$ cat src/sv/u2a_pkg.sv
// Shared types and constants for the UTF-8 to ASCII text filter.
// No dependencies; all design files but the checker import it.
`default_nettype none

package u2a_pkg;

  // byte classification constants
  localparam logic [7:0] B_SPACE      = 8'h20;
  localparam logic [7:0] B_TILDE      = 8'h7E;
  localparam logic [7:0] B_LEAD_MIN   = 8'hC0;
  localparam logic [7:0] B_MASK2      = 8'hE0;
  localparam logic [7:0] B_MASK3      = 8'hF0;
  localparam logic [7:0] B_MASK4      = 8'hF8;
  localparam logic [7:0] B_LEAD2      = 8'hC0;
  localparam logic [7:0] B_LEAD3      = 8'hE0;
  localparam logic [7:0] B_LEAD4      = 8'hF0;
  localparam logic [7:0] B_PUNCT_LEAD = 8'hE2;
  localparam logic [7:0] B_PUNCT_MID  = 8'h80;
  localparam logic [7:0] B_EN_DASH    = 8'h93;
  localparam logic [7:0] B_EM_DASH    = 8'h94;
  localparam logic [7:0] B_LSQUO      = 8'h98;
  localparam logic [7:0] B_RSQUO      = 8'h99;
  localparam logic [7:0] B_LDQUO      = 8'h9C;
  localparam logic [7:0] B_RDQUO      = 8'h9D;
  localparam logic [7:0] B_BULLET     = 8'hA2;
  localparam logic [7:0] B_ELLIPSIS   = 8'hA6;

  // emitted ASCII characters
  localparam logic [6:0] C_SPACE = 7'd32;
  localparam logic [6:0] C_DASH  = 7'd45;
  localparam logic [6:0] C_APOS  = 7'd39;
  localparam logic [6:0] C_QUOTE = 7'd34;
  localparam logic [6:0] C_STAR  = 7'd42;
  localparam logic [6:0] C_DOT   = 7'd46;
  localparam logic [6:0] C_NONE  = 7'd0;

  // one queue entry: everything one input byte causes
  typedef struct packed {
    logic       sp;        // a space goes out first
    logic       has_char;  // 0: bare end marker
    logic [6:0] ch;
    logic       dots;      // two more dots follow the char
    logic       last;      // end of text
  } bundle_t;

  typedef struct packed {
    logic full;
    logic empty;
  } q_stat_t;

endpackage

`default_nettype wire

$ cat src/sv/u2a_front.sv
// Front end: accepts input bytes, tracks UTF-8 sequence state and space collapse,
// and writes one bundle per productive byte into the queue. Uses u2a_pkg.
`default_nettype none

module u2a_front (
  input  wire                 clk,
  input  wire                 rst_n,
  input  wire                 in_tvalid,
  output logic                in_tready,
  input  wire  [7:0]          in_byte,
  input  wire                 in_eot,
  input  u2a_pkg::q_stat_t    q_stat,
  output logic                push,
  output u2a_pkg::bundle_t    push_data
);
  import u2a_pkg::*;

  logic [1:0] skip_left_r, skip_left_nxt;
  logic       punct_r, punct_nxt;
  logic       second_r, second_nxt;
  logic       pend_r, pend_nxt;
  logic       started_r, started_nxt;
  logic       fire;
  logic       emit;
  logic       dots;
  logic [6:0] ech;

  assign in_tready = !q_stat.full;
  assign fire      = in_tvalid && in_tready;

  always_comb begin
    skip_left_nxt = skip_left_r;
    punct_nxt     = punct_r;
    second_nxt    = second_r;
    pend_nxt      = pend_r;
    started_nxt   = started_r;
    emit          = 1'b0;
    dots          = 1'b0;
    ech           = C_NONE;

    if (skip_left_r != 2'd0) begin
      if (skip_left_r == 2'd2 && punct_r) begin
        second_nxt = (in_byte == B_PUNCT_MID);
      end else if (skip_left_r == 2'd1 && punct_r && second_r) begin
        case (in_byte)
          B_EN_DASH, B_EM_DASH: begin emit = 1'b1; ech = C_DASH;  end
          B_LSQUO,   B_RSQUO:   begin emit = 1'b1; ech = C_APOS;  end
          B_LDQUO,   B_RDQUO:   begin emit = 1'b1; ech = C_QUOTE; end
          B_BULLET:             begin emit = 1'b1; ech = C_STAR;  end
          B_ELLIPSIS:           begin emit = 1'b1; ech = C_DOT; dots = 1'b1; end
          default: ;
        endcase
      end
      skip_left_nxt = skip_left_r - 2'd1;
      if (skip_left_r == 2'd1) begin
        punct_nxt  = 1'b0;
        second_nxt = 1'b0;
      end
    end else if (in_byte >= B_SPACE && in_byte <= B_TILDE) begin
      if (in_byte == B_SPACE) begin
        if (started_r) pend_nxt = 1'b1;
      end else begin
        emit = 1'b1;
        ech  = in_byte[6:0];
      end
    end else if (in_byte >= B_LEAD_MIN) begin
      if ((in_byte & B_MASK2) == B_LEAD2) begin
        skip_left_nxt = 2'd1;
      end else if ((in_byte & B_MASK3) == B_LEAD3) begin
        skip_left_nxt = 2'd2;
        punct_nxt     = (in_byte == B_PUNCT_LEAD);
        second_nxt    = 1'b0;
      end else if ((in_byte & B_MASK4) == B_LEAD4) begin
        skip_left_nxt = 2'd3;
      end
    end

    // pending space clears and the text counts as started when a char goes out
    if (emit) begin
      pend_nxt    = 1'b0;
      started_nxt = 1'b1;
    end

    if (in_eot) begin
      skip_left_nxt = 2'd0;
      punct_nxt     = 1'b0;
      second_nxt    = 1'b0;
      pend_nxt      = 1'b0;
      started_nxt   = 1'b0;
    end
  end

  assign push               = fire && (emit || in_eot);
  assign push_data.sp       = emit && pend_r && started_r;
  assign push_data.has_char = emit;
  assign push_data.ch       = ech;
  assign push_data.dots     = dots;
  assign push_data.last     = in_eot;

  always_ff @(posedge clk) begin
    if (!rst_n) begin
      skip_left_r <= 2'd0;
      punct_r     <= 1'b0;
      second_r    <= 1'b0;
      pend_r      <= 1'b0;
      started_r   <= 1'b0;
    end else if (fire) begin
      skip_left_r <= skip_left_nxt;
      punct_r     <= punct_nxt;
      second_r    <= second_nxt;
      pend_r      <= pend_nxt;
      started_r   <= started_nxt;
    end
  end

endmodule

`default_nettype wire

$ cat src/sv/u2a_fifo.sv
// Short bundle queue between front and back ends.
// Uses u2a_pkg for the entry and status types.
`default_nettype none

module u2a_fifo #(
  parameter int DEPTH = 4
) (
  input  wire                 clk,
  input  wire                 rst_n,
  input  wire                 push,
  input  u2a_pkg::bundle_t    push_data,
  input  wire                 pop,
  output u2a_pkg::bundle_t    head,
  output u2a_pkg::q_stat_t    q_stat
);
  import u2a_pkg::*;

  localparam int AW = (DEPTH > 1) ? $clog2(DEPTH) : 1;
  localparam int CW = $clog2(DEPTH + 1);
  localparam logic [AW-1:0] LAST_PTR = AW'(DEPTH - 1);
  localparam logic [CW-1:0] FULL_CNT = CW'(DEPTH);

  bundle_t         mem_r [DEPTH];
  logic [AW-1:0]   wr_ptr_r, rd_ptr_r;
  logic [CW-1:0]   cnt_r;
  logic            do_push, do_pop;

  assign q_stat.full  = (cnt_r == FULL_CNT);
  assign q_stat.empty = (cnt_r == '0);
  assign do_push      = push && !q_stat.full;
  assign do_pop       = pop && !q_stat.empty;
  assign head         = mem_r[rd_ptr_r];

  always_ff @(posedge clk) begin
    if (do_push) mem_r[wr_ptr_r] <= push_data;
  end

  always_ff @(posedge clk) begin
    if (!rst_n) begin
      wr_ptr_r <= '0;
      rd_ptr_r <= '0;
      cnt_r    <= '0;
    end else begin
      if (do_push) wr_ptr_r <= (wr_ptr_r == LAST_PTR) ? '0 : wr_ptr_r + AW'(1);
      if (do_pop)  rd_ptr_r <= (rd_ptr_r == LAST_PTR) ? '0 : rd_ptr_r + AW'(1);
      case ({do_push, do_pop})
        2'b10:   cnt_r <= cnt_r + CW'(1);
        2'b01:   cnt_r <= cnt_r - CW'(1);
        default: cnt_r <= cnt_r;
      endcase
    end
  end

endmodule

`default_nettype wire

$ cat src/sv/u2a_back.sv
// Back end: expands the head bundle into single result transactions and
// holds them in the output register. Uses u2a_pkg.
`default_nettype none

module u2a_back (
  input  wire                 clk,
  input  wire                 rst_n,
  input  u2a_pkg::bundle_t    head,
  input  u2a_pkg::q_stat_t    q_stat,
  output logic                pop,
  output logic                out_tvalid,
  input  wire                 out_tready,
  output logic                out_has,
  output logic [6:0]          out_char,
  output logic                out_last
);
  import u2a_pkg::*;

  logic [1:0] sub_r;
  logic [1:0] k;
  logic       load, fin;
  logic       valid_r;
  logic       has_r, last_r;
  logic [6:0] char_r;
  logic       item_has, item_last;
  logic [6:0] item_char;

  assign load = !q_stat.empty && (!valid_r || out_tready);

  // sub_r walks: optional space, the char, then two dots for an ellipsis
  always_comb begin
    k         = sub_r - {1'b0, head.sp};
    fin       = 1'b0;
    item_has  = head.has_char;
    item_char = head.ch;
    item_last = 1'b0;
    if (head.sp && sub_r == 2'd0) begin
      item_char = C_SPACE;
    end else begin
      if (k != 2'd0) item_char = C_DOT;
      fin       = head.dots ? (k == 2'd2) : 1'b1;
      item_last = head.last && fin;
    end
  end

  assign pop = load && fin;

  always_ff @(posedge clk) begin
    if (!rst_n) begin
      valid_r <= 1'b0;
      sub_r   <= 2'd0;
    end else begin
      if (load) begin
        valid_r <= 1'b1;
        sub_r   <= fin ? 2'd0 : sub_r + 2'd1;
      end else if (out_tready) begin
        valid_r <= 1'b0;
      end
    end
  end

  always_ff @(posedge clk) begin
    if (load) begin
      has_r  <= item_has;
      char_r <= item_char;
      last_r <= item_last;
    end
  end

  assign out_tvalid = valid_r;
  assign out_has    = has_r;
  assign out_char   = char_r;
  assign out_last   = last_r;

endmodule

`default_nettype wire

$ cat src/sv/utf8_to_ascii_text_filter.sv
// UTF-8 to ASCII text filter, top level. Uses u2a_pkg, u2a_front, u2a_fifo, u2a_back.
// Data path: bundle queue, then the output register.
// Throughput: one byte per cycle while the queue is not full; results leave one per
//   cycle while out_tready is high, through the output register and a QDEPTH-entry
//   bundle queue. A byte gives up to 4 results (space plus ellipsis).
// Reset: rst_n synchronous, active low; clears sequence state, queue and output valid.
`default_nettype none

module utf8_to_ascii_text_filter #(
  parameter int QDEPTH = 4   // bundle queue entries, 2 or more
) (
  input  wire        clk,
  input  wire        rst_n,
  // input channel
  input  wire        in_tvalid,
  output logic       in_tready,
  input  wire  [7:0] in_tdata,   // [7:0] in_byte
  input  wire        in_tlast,   // end_of_text
  // result channel
  output logic       out_tvalid,
  input  wire        out_tready,
  output logic [7:0] out_tdata,  // [6:0] out_char, [7] zero fill
  output logic       out_tuser,  // has_char
  output logic       out_tlast   // last
);
  import u2a_pkg::*;

  bundle_t    push_data, head;
  q_stat_t    q_stat;
  logic       push, pop;
  logic [6:0] out_char;

  // front: classify bytes, one bundle per byte that produces anything
  u2a_front u_front (
    .clk       (clk),
    .rst_n     (rst_n),
    .in_tvalid (in_tvalid),
    .in_tready (in_tready),
    .in_byte   (in_tdata),
    .in_eot    (in_tlast),
    .q_stat    (q_stat),
    .push      (push),
    .push_data (push_data)
  );

  // queue absorbs multi-result bundles so the front keeps taking bytes
  u2a_fifo #(
    .DEPTH (QDEPTH)
  ) u_fifo (
    .clk       (clk),
    .rst_n     (rst_n),
    .push      (push),
    .push_data (push_data),
    .pop       (pop),
    .head      (head),
    .q_stat    (q_stat)
  );

  // back: one result transaction per cycle from the head bundle unless stalled
  u2a_back u_back (
    .clk        (clk),
    .rst_n      (rst_n),
    .head       (head),
    .q_stat     (q_stat),
    .pop        (pop),
    .out_tvalid (out_tvalid),
    .out_tready (out_tready),
    .out_has    (out_tuser),
    .out_char   (out_char),
    .out_last   (out_tlast)
  );

  assign out_tdata = {1'b0, out_char};

endmodule

`default_nettype wire

$ cat config.mk
export PLATFORM = sky130hd
export DESIGN_NAME = utf8_to_ascii_text_filter
export DESIGN_NICKNAME = d
export VERILOG_FILES = /design/src/sv/u2a_pkg.sv /design/src/sv/u2a_front.sv /design/src/sv/u2a_fifo.sv /design/src/sv/u2a_back.sv /design/src/sv/utf8_to_ascii_text_filter.sv
export SDC_FILE = /design/constraint.sdc
export NUM_CORES = 1
export LEC_CHECK = 0
export BUFFER_PORTS_ARGS = -buffer_cell sky130_fd_sc_hd__buf_2
export CAP_MARGIN = 20
export CORE_AREA = 2 2 75 77
export DETAILED_ROUTE_END_ITERATION = 16
export DIE_AREA = 0 0 77 79
export PLACE_DENSITY = 0.86
export SYNTH_ARGS = -nofsm -noshare
export SYNTH_HDL_FRONTEND = slang
export SYNTH_SLANG_ARGS = --single-unit
export TNS_END_PERCENT = 100
$ cat constraint.sdc
create_clock -name clk -period 6.57 [get_ports clk]
set_input_delay 0.9855 -clock clk [delete_from_list [all_inputs] [get_ports clk]]
set_output_delay 0.9855 -clock clk [all_outputs]
set_load 0.05 [all_outputs]
Word-level counts from Yosys, hierarchy flattened
Memories as Yosys holds them, arrays and structs flattened. A register that Yosys moved wholly into a read port is not among the register bits.
Cells that the tools add are included.
{"block": "totals", "out_inout_bits": 12, "input_bits": 13, "ramBits": 44, "n_memories": 1, "ff_bits": 25}
{"block": "classes", "muxes": 59, "n_eq_ne": 27, "reduce_logical": 42, "n_lt_le_gt_ge": 3, "add_sub_neg": 7}
{"name": "u_fifo.mem_r", "words": 4, "word_bits": 11, "rd": 1, "rd_clocked_by_memory_dff": 1, "write_ports": 1, "line_no": "u2a_fifo.sv:23", "rtl": "bundle_t mem_r [DEPTH];"}
{"cell": "== test 8 bit, second input constant", "n": 10}
{"cell": "2-to-1 mux 1 bit", "n": 39}
{"cell": "2-to-1 mux 7 bit", "n": 5}
{"cell": "one-hot mux 6 bit (5 select lines)", "n": 1}
{"cell": "2-to-1 mux 2 bit", "n": 12}
{"cell": "nonzero test 3 bit", "n": 5}
{"cell": "logical AND 1 bit", "n": 14}
{"cell": "AND reduction 6 bit", "n": 2}
{"cell": "== test 2 bit, second input constant", "n": 5}
{"cell": "nonzero test 2 bit", "n": 5}
{"cell": "!= test 3 x 2 -> 1 bit, second input constant", "n": 3}
{"cell": "== test 8 x 6 -> 1 bit, second input constant", "n": 1}
{"cell": "greater-or-equal comparator 8 x 6 -> 1 bit, second input constant", "n": 1}
{"cell": "greater-or-equal comparator 8 bit, second input constant", "n": 1}
{"cell": "<= comparator 8 x 7 -> 1 bit, second input constant", "n": 1}
{"cell": "OR reduction 2 bit", "n": 4}
{"cell": "OR reduction 8 bit", "n": 1}
{"cell": "adder 2 x 1 -> 2 bit, second input constant", "n": 3}
{"cell": "== test 3 bit, second input constant", "n": 2}
{"cell": "one-hot mux 3 bit (2 select lines)", "n": 1}
{"cell": "== test 5 bit, second input constant", "n": 1}
{"cell": "AND reduction 5 bit", "n": 1}
{"cell": "nonzero test 5 bit", "n": 1}
{"cell": "== test 2 x 1 -> 1 bit, second input constant", "n": 2}
{"cell": "14 further kinds", "n": 17}

Logic depth before layout (Yosys ltp)
Gate-level depths: netlist of the first run.
{"block": "depth", "ltp_word": 11, "ltp_mapped": 12, "depth_no_buf": 11}

Hierarchy
A second synthesis of the first run with hierarchy kept.
{"block": "unflattened", "cells_unflattened": 260, "hier_area_um2": 3344.5}
{"module": "u2a_fifo", "cells_per_inst": 113, "n_inst": 1, "area_per_inst_um2": 2102.0}
{"module": "u2a_front", "cells_per_inst": 101, "n_inst": 1, "area_per_inst_um2": 708.2}
{"module": "u2a_back", "cells_per_inst": 44, "n_inst": 1, "area_per_inst_um2": 523.0}
{"module": "utf8_to_ascii_text_filter", "cells_per_inst": 2, "n_inst": 1, "area_per_inst_um2": 11.3}

Worst setup path after synthesis of the first run
No wires, ideal clock.
{"block": "synth_path", "kind": "input to register", "from": "in in_tdata[1]", "to": "reg u_fifo.cnt_r[2]", "n_path_buf": 0, "setup_time_ns": 0.076, "setup_slack_ns": 3.361, "t_required_ns": 6.494, "path_stages": 11, "arrival_time_ns": 3.134, "path_cell_list": "or3b_4 a2111oi_4 o31ai_2 a31oi_4 inv_1 ha_1 inv_1 fa_1 xor2_1 or3_1 a21boi_0"}
{"block": "synth_between", "elab_chain_len": 11, "word_cells_on_any_way": 26, "classes_between": "2 x order compare; 11 x eq/ne; 7 x mux; 6 x reduce/logical"}
{"element": "from (decl)", "line_no": "utf8_to_ascii_text_filter.sv:17", "rtl": "input wire [7:0] in_tdata,"}
{"element": "== test 8 bit", "line_no": "u2a_front.sv:45", "rtl": "case (in_byte)"}
{"element": "OR reduction 8 bit (no source line)"}
{"element": "2-to-1 mux 1 bit", "line_no": "u2a_front.sv:45"}
{"element": "2-to-1 mux 1 bit", "line_no": "u2a_front.sv:44", "rtl": "end else if (skip_left_r == 2'd1 && punct_r && second_r) begin"}
{"element": "2-to-1 mux 1 bit", "line_no": "u2a_front.sv:42", "rtl": "if (skip_left_r == 2'd2 && punct_r) begin"}
{"element": "2-to-1 mux 1 bit (*)", "line_no": "u2a_front.sv:41", "rtl": "if (skip_left_r != 2'd0) begin"}
{"element": "logical OR 1 bit (*)", "line_no": "u2a_front.sv:93", "rtl": "assign push = fire && (emit || in_eot);"}
{"element": "logical AND 1 bit (*)", "line_no": "u2a_front.sv:93"}
{"element": "logical AND 1 bit (*)", "line_no": "u2a_fifo.sv:30", "rtl": "assign do_push = push && !q_stat.full;"}
{"element": "== test 2 x 1 -> 1 bit or == test 2 bit (tied branches)", "line_no": "u2a_fifo.sv:46", "rtl": "case ({do_push, do_pop})"}
{"element": "one-hot mux 3 bit (2 select lines) or nonzero test 2 bit (tied branches)"}
{"element": "to (signal assigned)", "line_no": "u2a_fifo.sv:47", "rtl": "2'b10: cnt_r <= cnt_r + CW'(1);"}
{"element": "to (signal assigned)", "line_no": "u2a_fifo.sv:48", "rtl": "2'b01: cnt_r <= cnt_r - CW'(1);"}
{"element": "to (signal assigned)", "line_no": "u2a_fifo.sv:49", "rtl": "default: cnt_r <= cnt_r;"}
{"element": "to (decl)", "line_no": "u2a_fifo.sv:25", "rtl": "logic [CW-1:0] cnt_r;"}
Every way passes the cells marked *; elsewhere a longest branch is shown, timed or not.
A chain may end at the register's enable or synchronous reset.

==> results of run 1 <==
-- power by group --
group / internal [W] / leakage, nW / switching (W)
sequential: 0.000571 / 0.644 / 0.0000486
clock: 0.000133 / 0.0846 / 0.000156
combinational: 0.000143 / 0.549 / 0.000266
-- area by class of cell --
| class | instances | area [sq um] | share of cell area [%] |
|---|---|---|---|
| Clock buffer | 9 | 124 | 3.46 |
| Clock inverter | 7 | 40.0 | 1.12 |
| Inverter | 13 | 48.8 | 1.36 |
| Multi-Input combinational cell | 153 | 1210 | 33.8 |
| Sequential cell | 71 | 1950 | 54.5 |
| Tap cell | 72 | 90.1 | 2.52 |
| Timing Repair Buffer | 23 | 115 | 3.22 |
-- logic make-up after synthesis --
kind of cell | Yosys count | synth area share (%)
flops | 71 | 60.0
mux | 18 | 9.51
compound gates | 37 | 9.24
xor+xnor | 3 | 0.808
simple gates | 86 | 14.2
other cells | 1 | 0.115
buf+inv | 19 | 2.73
fa+ha+maj | 8 | 3.31
-- worst min-delay path, stage by stage (launching register included) --
cell	delay, ns
dfxtp_1	0.32
nand2_1	0.05
a21boi_0	0.06
-- sequential cells by signal (all words and copies together), names as in the netlist, named ones only --
name and cells:
u_fifo.wr_ptr_r 2, u_front.pend_r 1, u_front.second_r 1, u_front.punct_r 1, u_front.skip_left_r 2, u_front.started_r 1, u_back.out_char 7, u_back.sub_r 2
u_fifo.cnt_r 3, u_back.out_tvalid 1, u_fifo.rd_ptr_r 2, u_back.out_last 1, u_back.out_has 1, u_fifo.mem_r 44
-- path summary, 6_finish.rpt --
path | startpoint | cells after the start | slack, ns | to
max | register | 9 | 3.08 | u_fifo.cnt_r[2]
min | u_back.out_tvalid | 2 | 0.47 | u_back.out_tvalid
max reg2reg | register | 9 | 3.08 | u_fifo.cnt_r[2]
min reg2reg | u_back.out_tvalid | 2 | 0.47 | u_back.out_tvalid
-- synthesized netlist by cell type (3+ instances only) --
library cell  count  area (sq um)
inv_1            13          48.8
o21ai_0          10          50.1
nor3_1            7          35.0
mux4_2           10           225
nor2_1            9          33.8
dfxtp_1          18           360
a21oi_1           4          20.0
and3_1            6          37.5
o21a_1            3          22.5
a21boi_0          8          60.1
mux2i_1           5          50.1
nand2_1          29           109
ha_1              7          87.6
nor2b_1           4          25.0
mux2_2            3          33.8
and2_1            8          50.1
nand3_1           5          25.0
edfxtp_1         53          1590
-- per-layer routing --
| metal | track usage, % | wire length [um] | vias up |
|---|---|---|---|
| met5 | 0 | 0 | - |
| met4 | 12.9 | 120 | 0 |
| met3 | 3.86 | 213 | 15 |
| met2 | 34.1 | 2770 | 48 |
| met1 | 23.3 | 2360 | 941 |
| li1 | - | - | 960 |
-- stage by stage --
step                      utilization, %  instance area (sq um)  instances
after detailed placement            64.0                   3420        332
after global placement              64.0                   3420        332
after CTS                           67.1                   3580        348
after floorplan                        -                   3250        243
after global routing                67.1                   3580        348
final                               67.1                   3580        348
==> results_dict.tcl, run 1 <==
set metrics [dict create \
    track_usage_pct 20.0 \
    clock-sinks 71 \
    cp_max_fo 13 \
    grt_remaining_overflow 0 \
    skew_ns 0.00972 \
    cts_buffer_depth 2 \
    syn_area_per_cell_sq_um 13.4 \
    dieArea_sq_mm 0.00608 \
    worstPathRequired_ns 6.83 \
    grt_pass1_vias 1929 \
    cap_violations 0 \
    nets 292 \
    final-setup-viol-count 0 \
    cts.hold.buffers_added 0 \
    ios 25 \
    dr.pass1.iters 4 \
    max_clock_freq_ghz 0.286 \
    period_minus_slack_ns 3.49 \
    h-tree-depth 3 \
    ir_drop_mv 0.197 \
    ys_seq_area_share_pct 60.0 \
    holdWs_ns 0.475 \
    end_kind "register" \
    hold_viol_final 0 \
    post_cts_buffers 0 \
    drc 0 \
    cp-start-kind "register" \
    die_x_um 77 \
    synth.distinct_cells 53 \
    slew_headroom_pct 49.5 \
    fillCellCount 405 \
    clk_latency_ns 0.34 \
    worst_slew_pin_slew_ns 0.756 \
    post_drt_wl_per_cell_um 15.7 \
    grt_pass1_wl_mm 9.07 \
    netlist_area_sq_mm 0.00325 \
    path_cells "mux4_2 -> a22o_1 -> nor2_1 -> ha_1 -> inv_1 -> fa_1 -> xor2_1 -> or3_1 -> a21boi_0" \
    final_cell_mix "53 x edfxtp_1, 29 x nand2_1, 23 x buf_2" \
    clkTransAtPathRegs_ns 0.08 \
    ant_nets 0 \
    rsz0062_at_grt "false" \
    area_growth_syn_to_layout_pct 10.1 \
    p_per_area_mw_per_mm2 368 \
    ys_async_sr_fraction_pct 0 \
    syn_inst 243 \
    fp-row-count 27 \
    synth-main-ff-cell "edfxtp_1" \
    synth-seq-cells 71 \
    initial_core_util_pct 60.9 \
    hp-class "register to register" \
    critPathKind "register to register" \
    synth_edf_count 53 \
    p_leak_nw 1.28 \
    hpwl_mm 3.86 \
    cp_slowest_cell "dfxtp_1" \
    drtIter0Drc 72 \
    diodes 0 \
    pre_cts_ws_ns 2.97 \
    status "complete, no violations" \
    cts_root_buf "clkbuf_8" \
    vias 1964 \
    slew_violations 0 \
    total_power_w 0.00132 \
    cpLargestDelayFamily "flip-flops" \
    cts_resized 0 \
    grt_max_degree 21 \
    drt-total-wl_mm 5.46 \
    io_buffers 23 \
    drive_gt1_share_pct 23.2 \
    cts_buffers 9 \
    tns_ns 0 \
    antenna_found_initial 0 \
    die_y_um 79 \
    setup_ws_ns 3.08 \
    yosysWarnings 0 \
    arrival_ns 3.76 \
    via_per_inst 5.64 \
    core_sq_mm 0.00534 \
    final_common_cell "edfxtp_1" \
    path_buf_inv 1 \
    routabilityCongestion 0.841 \
    synth_nets 264 \
    slowest_delay_ns 0.81 \
    cts_tree "done" \
    period_share_pct 53.2 \
]
(Power assumes the default switching activity.)
==> run 2: changes to the inputs <==
- CORE_AREA: 2 2 75 77 -> 2 2 82 84
- DIE_AREA: 0 0 77 79 -> 0 0 84 86
- PLACE_DENSITY: 0.86 -> 0.77
- clock period: 6.57 -> 3.05 ns (I/O delays scaled with it)
==> run 2 against run 1 <==
  * Sequential power is 110% higher
  * Critical path depth is 1 higher
  * Sequential cell count stayed put
  * Clock power is 120% higher
  * Design area is 2.2% higher
  * Wire length is 3.0% higher
  * Clock-buffer cell count is 3 higher
  * Combinational power is 130% higher
  * Worst setup slack worse by 2.8 ns
  * Die area is 19% higher
  * Largest cell class unchanged
  * Non-clock buffer count is 9 higher
  * Cell count is 4.0% higher
==> results_dict.tcl, run 2 (synthesized netlist as in run 1, its figures left out) <==
set metrics [dict create \
    holdPathStages 4 \
    area_growth_syn_to_layout_pct 12.6 \
    seqPwrFrac_pct 44.9 \
    diodes 0 \
    die_y_um 86 \
    cts_resized 0 \
    rsz0062_at_grt "false" \
    power.internal_w 0.00188 \
    slowest_delay_ns 0.40 \
    cts.hold.buffers_added 0 \
    ios 25 \
    initial_core_util_pct 51.8 \
    clock-sinks 71 \
    slew_violations 0 \
    largest_reg_flops 44 \
    final-setup-viol-count 0 \
    max_clock_freq_ghz 0.357 \
    cts_root_buf "clkbuf_8" \
    dieArea_sq_mm 0.00722 \
    clkTransAtPathRegs_ns 0.07 \
    combPwrFrac_pct 32.9 \
    regToRegSetupSlack_ns 0.25 \
    reg2reg_depth 10 \
    ant_nets 0 \
    period_share_pct 91.8 \
    r2r-end "u_fifo.cnt_r[2]" \
    io_buffers 23 \
    period_minus_slack_ns 2.80 \
    min-delay-start "out_tready" \
    drtIter0Drc 117 \
    vias 2022 \
    antenna_found_initial 0 \
    drc 0 \
    grt_max_degree 21 \
    grt_pass1_wl_mm 9.49 \
    cp_max_fo 4 \
    regMostFlops "u_fifo.mem_r" \
    whs_endpoint "u_back.out_tvalid" \
    critPathKind "register to register" \
    setup_ws_ns 0.250 \
    fp-row-count 29 \
    cts_buffer_depth 2 \
    end_kind "register" \
    worst_slew_pin_slew_ns 0.566 \
    hp-class "primary input to register" \
    via_per_inst 5.59 \
    track_usage_pct 17.2 \
    hpwl_mm 4.03 \
    clk_latency_ns 0.34 \
    cp-start-kind "register" \
    total_power_w 0.00290 \
    clockPowerShare_pct 22.2 \
    grt_pass1_vias 2006 \
    arrival_ns 3.06 \
    cts_buffers 9 \
    p_leak_nw 1.33 \
    h-tree-depth 3 \
    path_buf_inv 1 \
    p_sw_w 0.00102 \
    core_sq_mm 0.00628 \
    hold_viol_final 0 \
    sw_frac_of_total_pct 35.1 \
    skew_ns 0.0107 \
    die_x_um 84 \
    nets 301 \
    post_drt_wl_per_cell_um 15.5 \
    post_cts_buffers 0 \
    routabilityCongestion 0.757 \
    tns_ns 0 \
    final_cell_mix "53 x edfxtp_1, 29 x nand2_1, 23 x buf_2" \
    cpLargestDelayFamily "compound AO/OA/AOI/OAI gates" \
    dr.pass1.iters 4 \
    p_per_area_mw_per_mm2 791 \
    final_common_cell "edfxtp_1" \
    drive_gt1_share_pct 25.6 \
    grt_remaining_overflow 0 \
    pre_cts_ws_ns 0.114 \
    status "complete, no violations" \
    slew_headroom_pct 62.0 \
    path_cells "mux2_2 -> a221o_1 -> a22o_1 -> nor2_2 -> ha_1 -> inv_1 -> fa_1 -> xor2_1 -> or3_1 -> a21boi_0" \
    cp_slowest_cell "dfxtp_1" \
    worstPathRequired_ns 3.31 \
    utilization_pct 58.3 \
    ir_drop_mv 0.555 \
    cap_violations 0 \
    fillCellCount 515 \
    drt-total-wl_mm 5.62 \
    cts_tree "done" \
]
[run 2: changes by cell type in the layout (fill, tap and decap cells not counted), moves of 2 or more]
| cell | previous run | this run |
|---|---|---|
| buf_4 | 0 | 9 |
| clkinvlp_4 | 2 | 0 |
| clkbuf_1 | 0 | 2 |
| clkinv_2 | 5 | 3 |
[run 2: layer usage]
layer	track usage, %	wire (um)
met4	6.89	48
met5	0	0
met1	22.0	2410
met2	27.6	2770
met3	5.39	392
[run 2: cell type report]
class / instances / area, sq um / area share [%]
Sequential cell: 71 / 1950 / 53.4
Timing Repair Buffer: 32 / 183 / 4.99
Tap cell: 77 / 96.3 / 2.63
Inverter: 13 / 48.8 / 1.33
Clock buffer: 12 / 145 / 3.97
Multi-Input combinational cell: 153 / 1210 / 33.1
Clock inverter: 4 / 21.3 / 0.581
[run 2: per-stage QoR]
stage | std cells | hold slack (ns) | cell area, sq um
6_report | 362 | 0.396 | 3660
5_1_grt | 362 | 0.411 | 3660
4_1_cts | 362 | 0.383 | 3660
3_5_place_dp | 346 | 0.477 | 3490
3_3_place_gp | 346 | 0.461 | 3490
2_1_floorplan | 243 | 0.453 | 3250
[run 2: how the worst max path moves through the flow]
| stage | from | end | slack [ns] | depth (start not counted) |
|---|---|---|---|---|
| final | register | u_fifo.cnt_r[2] | 0.25 | 10 |
| after global placement | in_tdata[1] | u_fifo.cnt_r[2] | 0.21 | 12 |
| after global routing | register | u_fifo.cnt_r[2] | 0.07 | 10 |
| after detailed placement | in_tdata[1] | u_fifo.cnt_r[2] | 0.11 | 12 |
| after CTS | register | u_fifo.cnt_r[2] | 0.16 | 10 |
| after floorplan | register | u_fifo.cnt_r[2] | 0.31 | 10 |
[run 2: worst min-delay path, cell delays in order]
cell	delay (ns)
buf_2	0.07
inv_1	0.04
nand2_1	0.05
a21boi_0	0.06
[run 2: power groups by stage]
stage | combinational [W] | sequential (W) | clock, W
after global placement | 0.000934 | 0.00131 | 0
final | 0.000953 | 0.00130 | 0.000644
after CTS | 0.000959 | 0.00130 | 0.000660
after global routing | 0.00104 | 0.00131 | 0.000710
after detailed placement | 0.000958 | 0.00132 | 0
after floorplan | 0.000495 | 0.00155 | 0
==> run 3: changes to the inputs <==
==> constraint.sdc (replaced) <==
create_clock -name clk -period 3.05 [get_ports clk]
set_input_delay 0.1525 -clock clk [delete_from_list [all_inputs] [get_ports clk]]
set_output_delay 0.1525 -clock clk [all_outputs]
set_load 0.05 [all_outputs]
==> run 3 against run 2 <==
  * Clock skew is 0.0030 ns lower
  * Critical path type unchanged
  * Highest routed layer unchanged
  * Sequential share of layout area rose by 0.56 points
  * Clock-buffer cell count down 2
  * Register-to-register slack lost 0.07 ns
  * Worst setup slack worse by 0.066 ns
  * Via count decreased by 3.6%
  * Cell count fell by 1.4%
  * Maximum frequency decreased by 2.3%
  * Non-clock buffer count decreased by 5
  * Largest power group unchanged
  * Combinational power decreased by 0.9%
==> results_dict.tcl, run 3 (synthesized netlist as in run 1, its figures left out) <==
set metrics [dict create \
    path_cells "mux2_2 -> a221o_1 -> a22o_1 -> nor2_2 -> ha_1 -> inv_1 -> fa_1 -> xor2_1 -> or3_1 -> a21boi_0" \
    period_minus_slack_ns 2.87 \
    final_cell_mix "53 x edfxtp_1, 29 x nand2_1, 23 x buf_2" \
    p_leak_nw 1.29 \
    via_per_inst 5.46 \
    fillCellCount 520 \
    post_drt_wl_per_cell_um 15.2 \
    cp-start-kind "register" \
    cp_max_fo 4 \
    arrival_ns 3.14 \
    cts_resized 0 \
    drive_gt1_share_pct 24.3 \
    worst_slew_pin_slew_ns 0.659 \
    area_growth_syn_to_layout_pct 11.4 \
    cts.hold.buffers_added 0 \
    initial_core_util_pct 51.8 \
    regArea_sq_mm 0.00195 \
    clkTransAtPathRegs_ns 0.07 \
    grt_pass1_wl_mm 9.17 \
    place_area_sq_mm 0.00345 \
    holdPathStages 4 \
    hold_viol_final 0 \
    core_sq_mm 0.00628 \
    regToRegSetupSlack_ns 0.18 \
    cts_root_buf "clkbuf_8" \
    max_clock_freq_ghz 0.349 \
    slew_headroom_pct 55.7 \
    io_buffers 23 \
    ios 25 \
    vias 1949 \
    ir_drop_mv 0.530 \
    skew_ns 0.00773 \
    period_share_pct 94.0 \
    final_common_cell "edfxtp_1" \
    slew_violations 0 \
    dieArea_sq_mm 0.00722 \
    tns_ns 0 \
    p_per_area_mw_per_mm2 795 \
    nets 296 \
    fp-row-count 29 \
    hpwl_mm 3.94 \
    dr.pass1.iters 4 \
    diodes 0 \
    cpLargestDelayFamily "compound AO/OA/AOI/OAI gates" \
    cap_violations 0 \
    largest_reg_flops 44 \
    hp-class "primary input to register" \
    cp_slowest_cell "dfxtp_1" \
    cts_buffers 9 \
    clock-sinks 71 \
    regMostFlops "u_fifo.mem_r" \
    drc 0 \
    drt-total-wl_mm 5.43 \
    total_power_w 0.00288 \
    instances_no_fill 357 \
    clk_latency_ns 0.34 \
    dp_cells 341 \
    h-tree-depth 3 \
    drtIter0Drc 123 \
    rsz0062_at_grt "false" \
    end_kind "register" \
    slowest_delay_ns 0.39 \
    post_cts_buffers 0 \
    fin_area_sq_mm 0.00362 \
    reg2reg_depth 10 \
    grt_max_degree 21 \
    r2r-end "u_fifo.cnt_r[2]" \
    grt_pass1_vias 1930 \
    die_x_um 84 \
    routabilityCongestion 0.836 \
    antenna_found_initial 0 \
    ant_nets 0 \
    critPathKind "register to register" \
    track_usage_pct 16.4 \
    worstPathRequired_ns 3.32 \
    cts_buffer_depth 2 \
    cts_tree "done" \
    min-delay-start "out_tready" \
    final-setup-viol-count 0 \
    multi_input_area_sq_mm 0.00121 \
    path_buf_inv 1 \
    die_y_um 86 \
    whs_endpoint "u_back.out_tvalid" \
    grt_remaining_overflow 0 \
    status "complete, no violations" \
]
run 3: cell types whose count changed in the layout (fill, tap and decap cells not counted), sizes merged:
| cell | previous run | this run |
|---|---|---|
| inv | 14 | 13 |
| clkinvlp | 0 | 3 |
| buf | 32 | 27 |
| clkbuf | 12 | 10 |
run 3: worst max path at each step:
stage / start / endpoint / slack, ns / cells past startpoint
2_1_floorplan: register / u_fifo.cnt_r[2] / 0.31 / 10
3_5_place_dp: register / u_fifo.cnt_r[2] / 0.11 / 10
6_report: register / u_fifo.cnt_r[2] / 0.18 / 10
4_1_cts: register / u_fifo.cnt_r[2] / 0.09 / 10
5_1_grt: u_back.sub_r[0] / u_fifo.cnt_r[2] / 0.01 / 11
3_3_place_gp: register / u_fifo.cnt_r[2] / 0.22 / 10
run 3: area by class of cell:
type | count | area share (%)
repair buffers | 27 | 4.01
well taps | 77 | 2.66
clock inverters | 6 | 1.04
clock buffers | 10 | 3.53
multi-input cells | 153 | 33.5
flip-flops and latches | 71 | 53.9
inverters | 13 | 1.35
run 3: metal layers:
metal,part of all wire (%),wire length [um],up-vias,track usage [%]
met2,50,2710,40,28.4
met4,0.94,51,0,5.72
met1,45,2440,943,19.7
li1,-,-,962,-
met5,0,0,-,0
met3,4.2,230,4,4.91
run 3: where the power goes:
| part | switching [W] | total, W | internal (W) |
|---|---|---|---|
| logic | 0.000614 | 0.000944 | 0.000330 |
| registers | 0.0000685 | 0.00130 | 0.00123 |
| clock network | 0.000344 | 0.000634 | 0.000290 |
| total | 0.00103 | 0.00288 | 0.00185 |
run 3: stage by stage:
step                setup slack [ns]  hold WS (ns)  util [%]
floorplan                      0.309         0.251         -
global placement               0.225         0.440      55.0
global route                  0.0100         0.128      57.7
finish                         0.184        0.0919      57.7
detailed placement             0.109         0.446      55.0
CTS                           0.0893        0.0782      57.6
run 3: worst reg2reg max path, delay by kind of cell (launching register included):
family	cells	cell delay [ns]
multiplexers	1	0.36
flip-flops	1	0.39
AND/OR/NAND/NOR	2	0.50
AO/OA/AOI/OAI	3	0.69
XOR/XNOR	1	0.17
buffers and inverters	1	0.07
adder cells (fa/ha/maj)	2	0.61
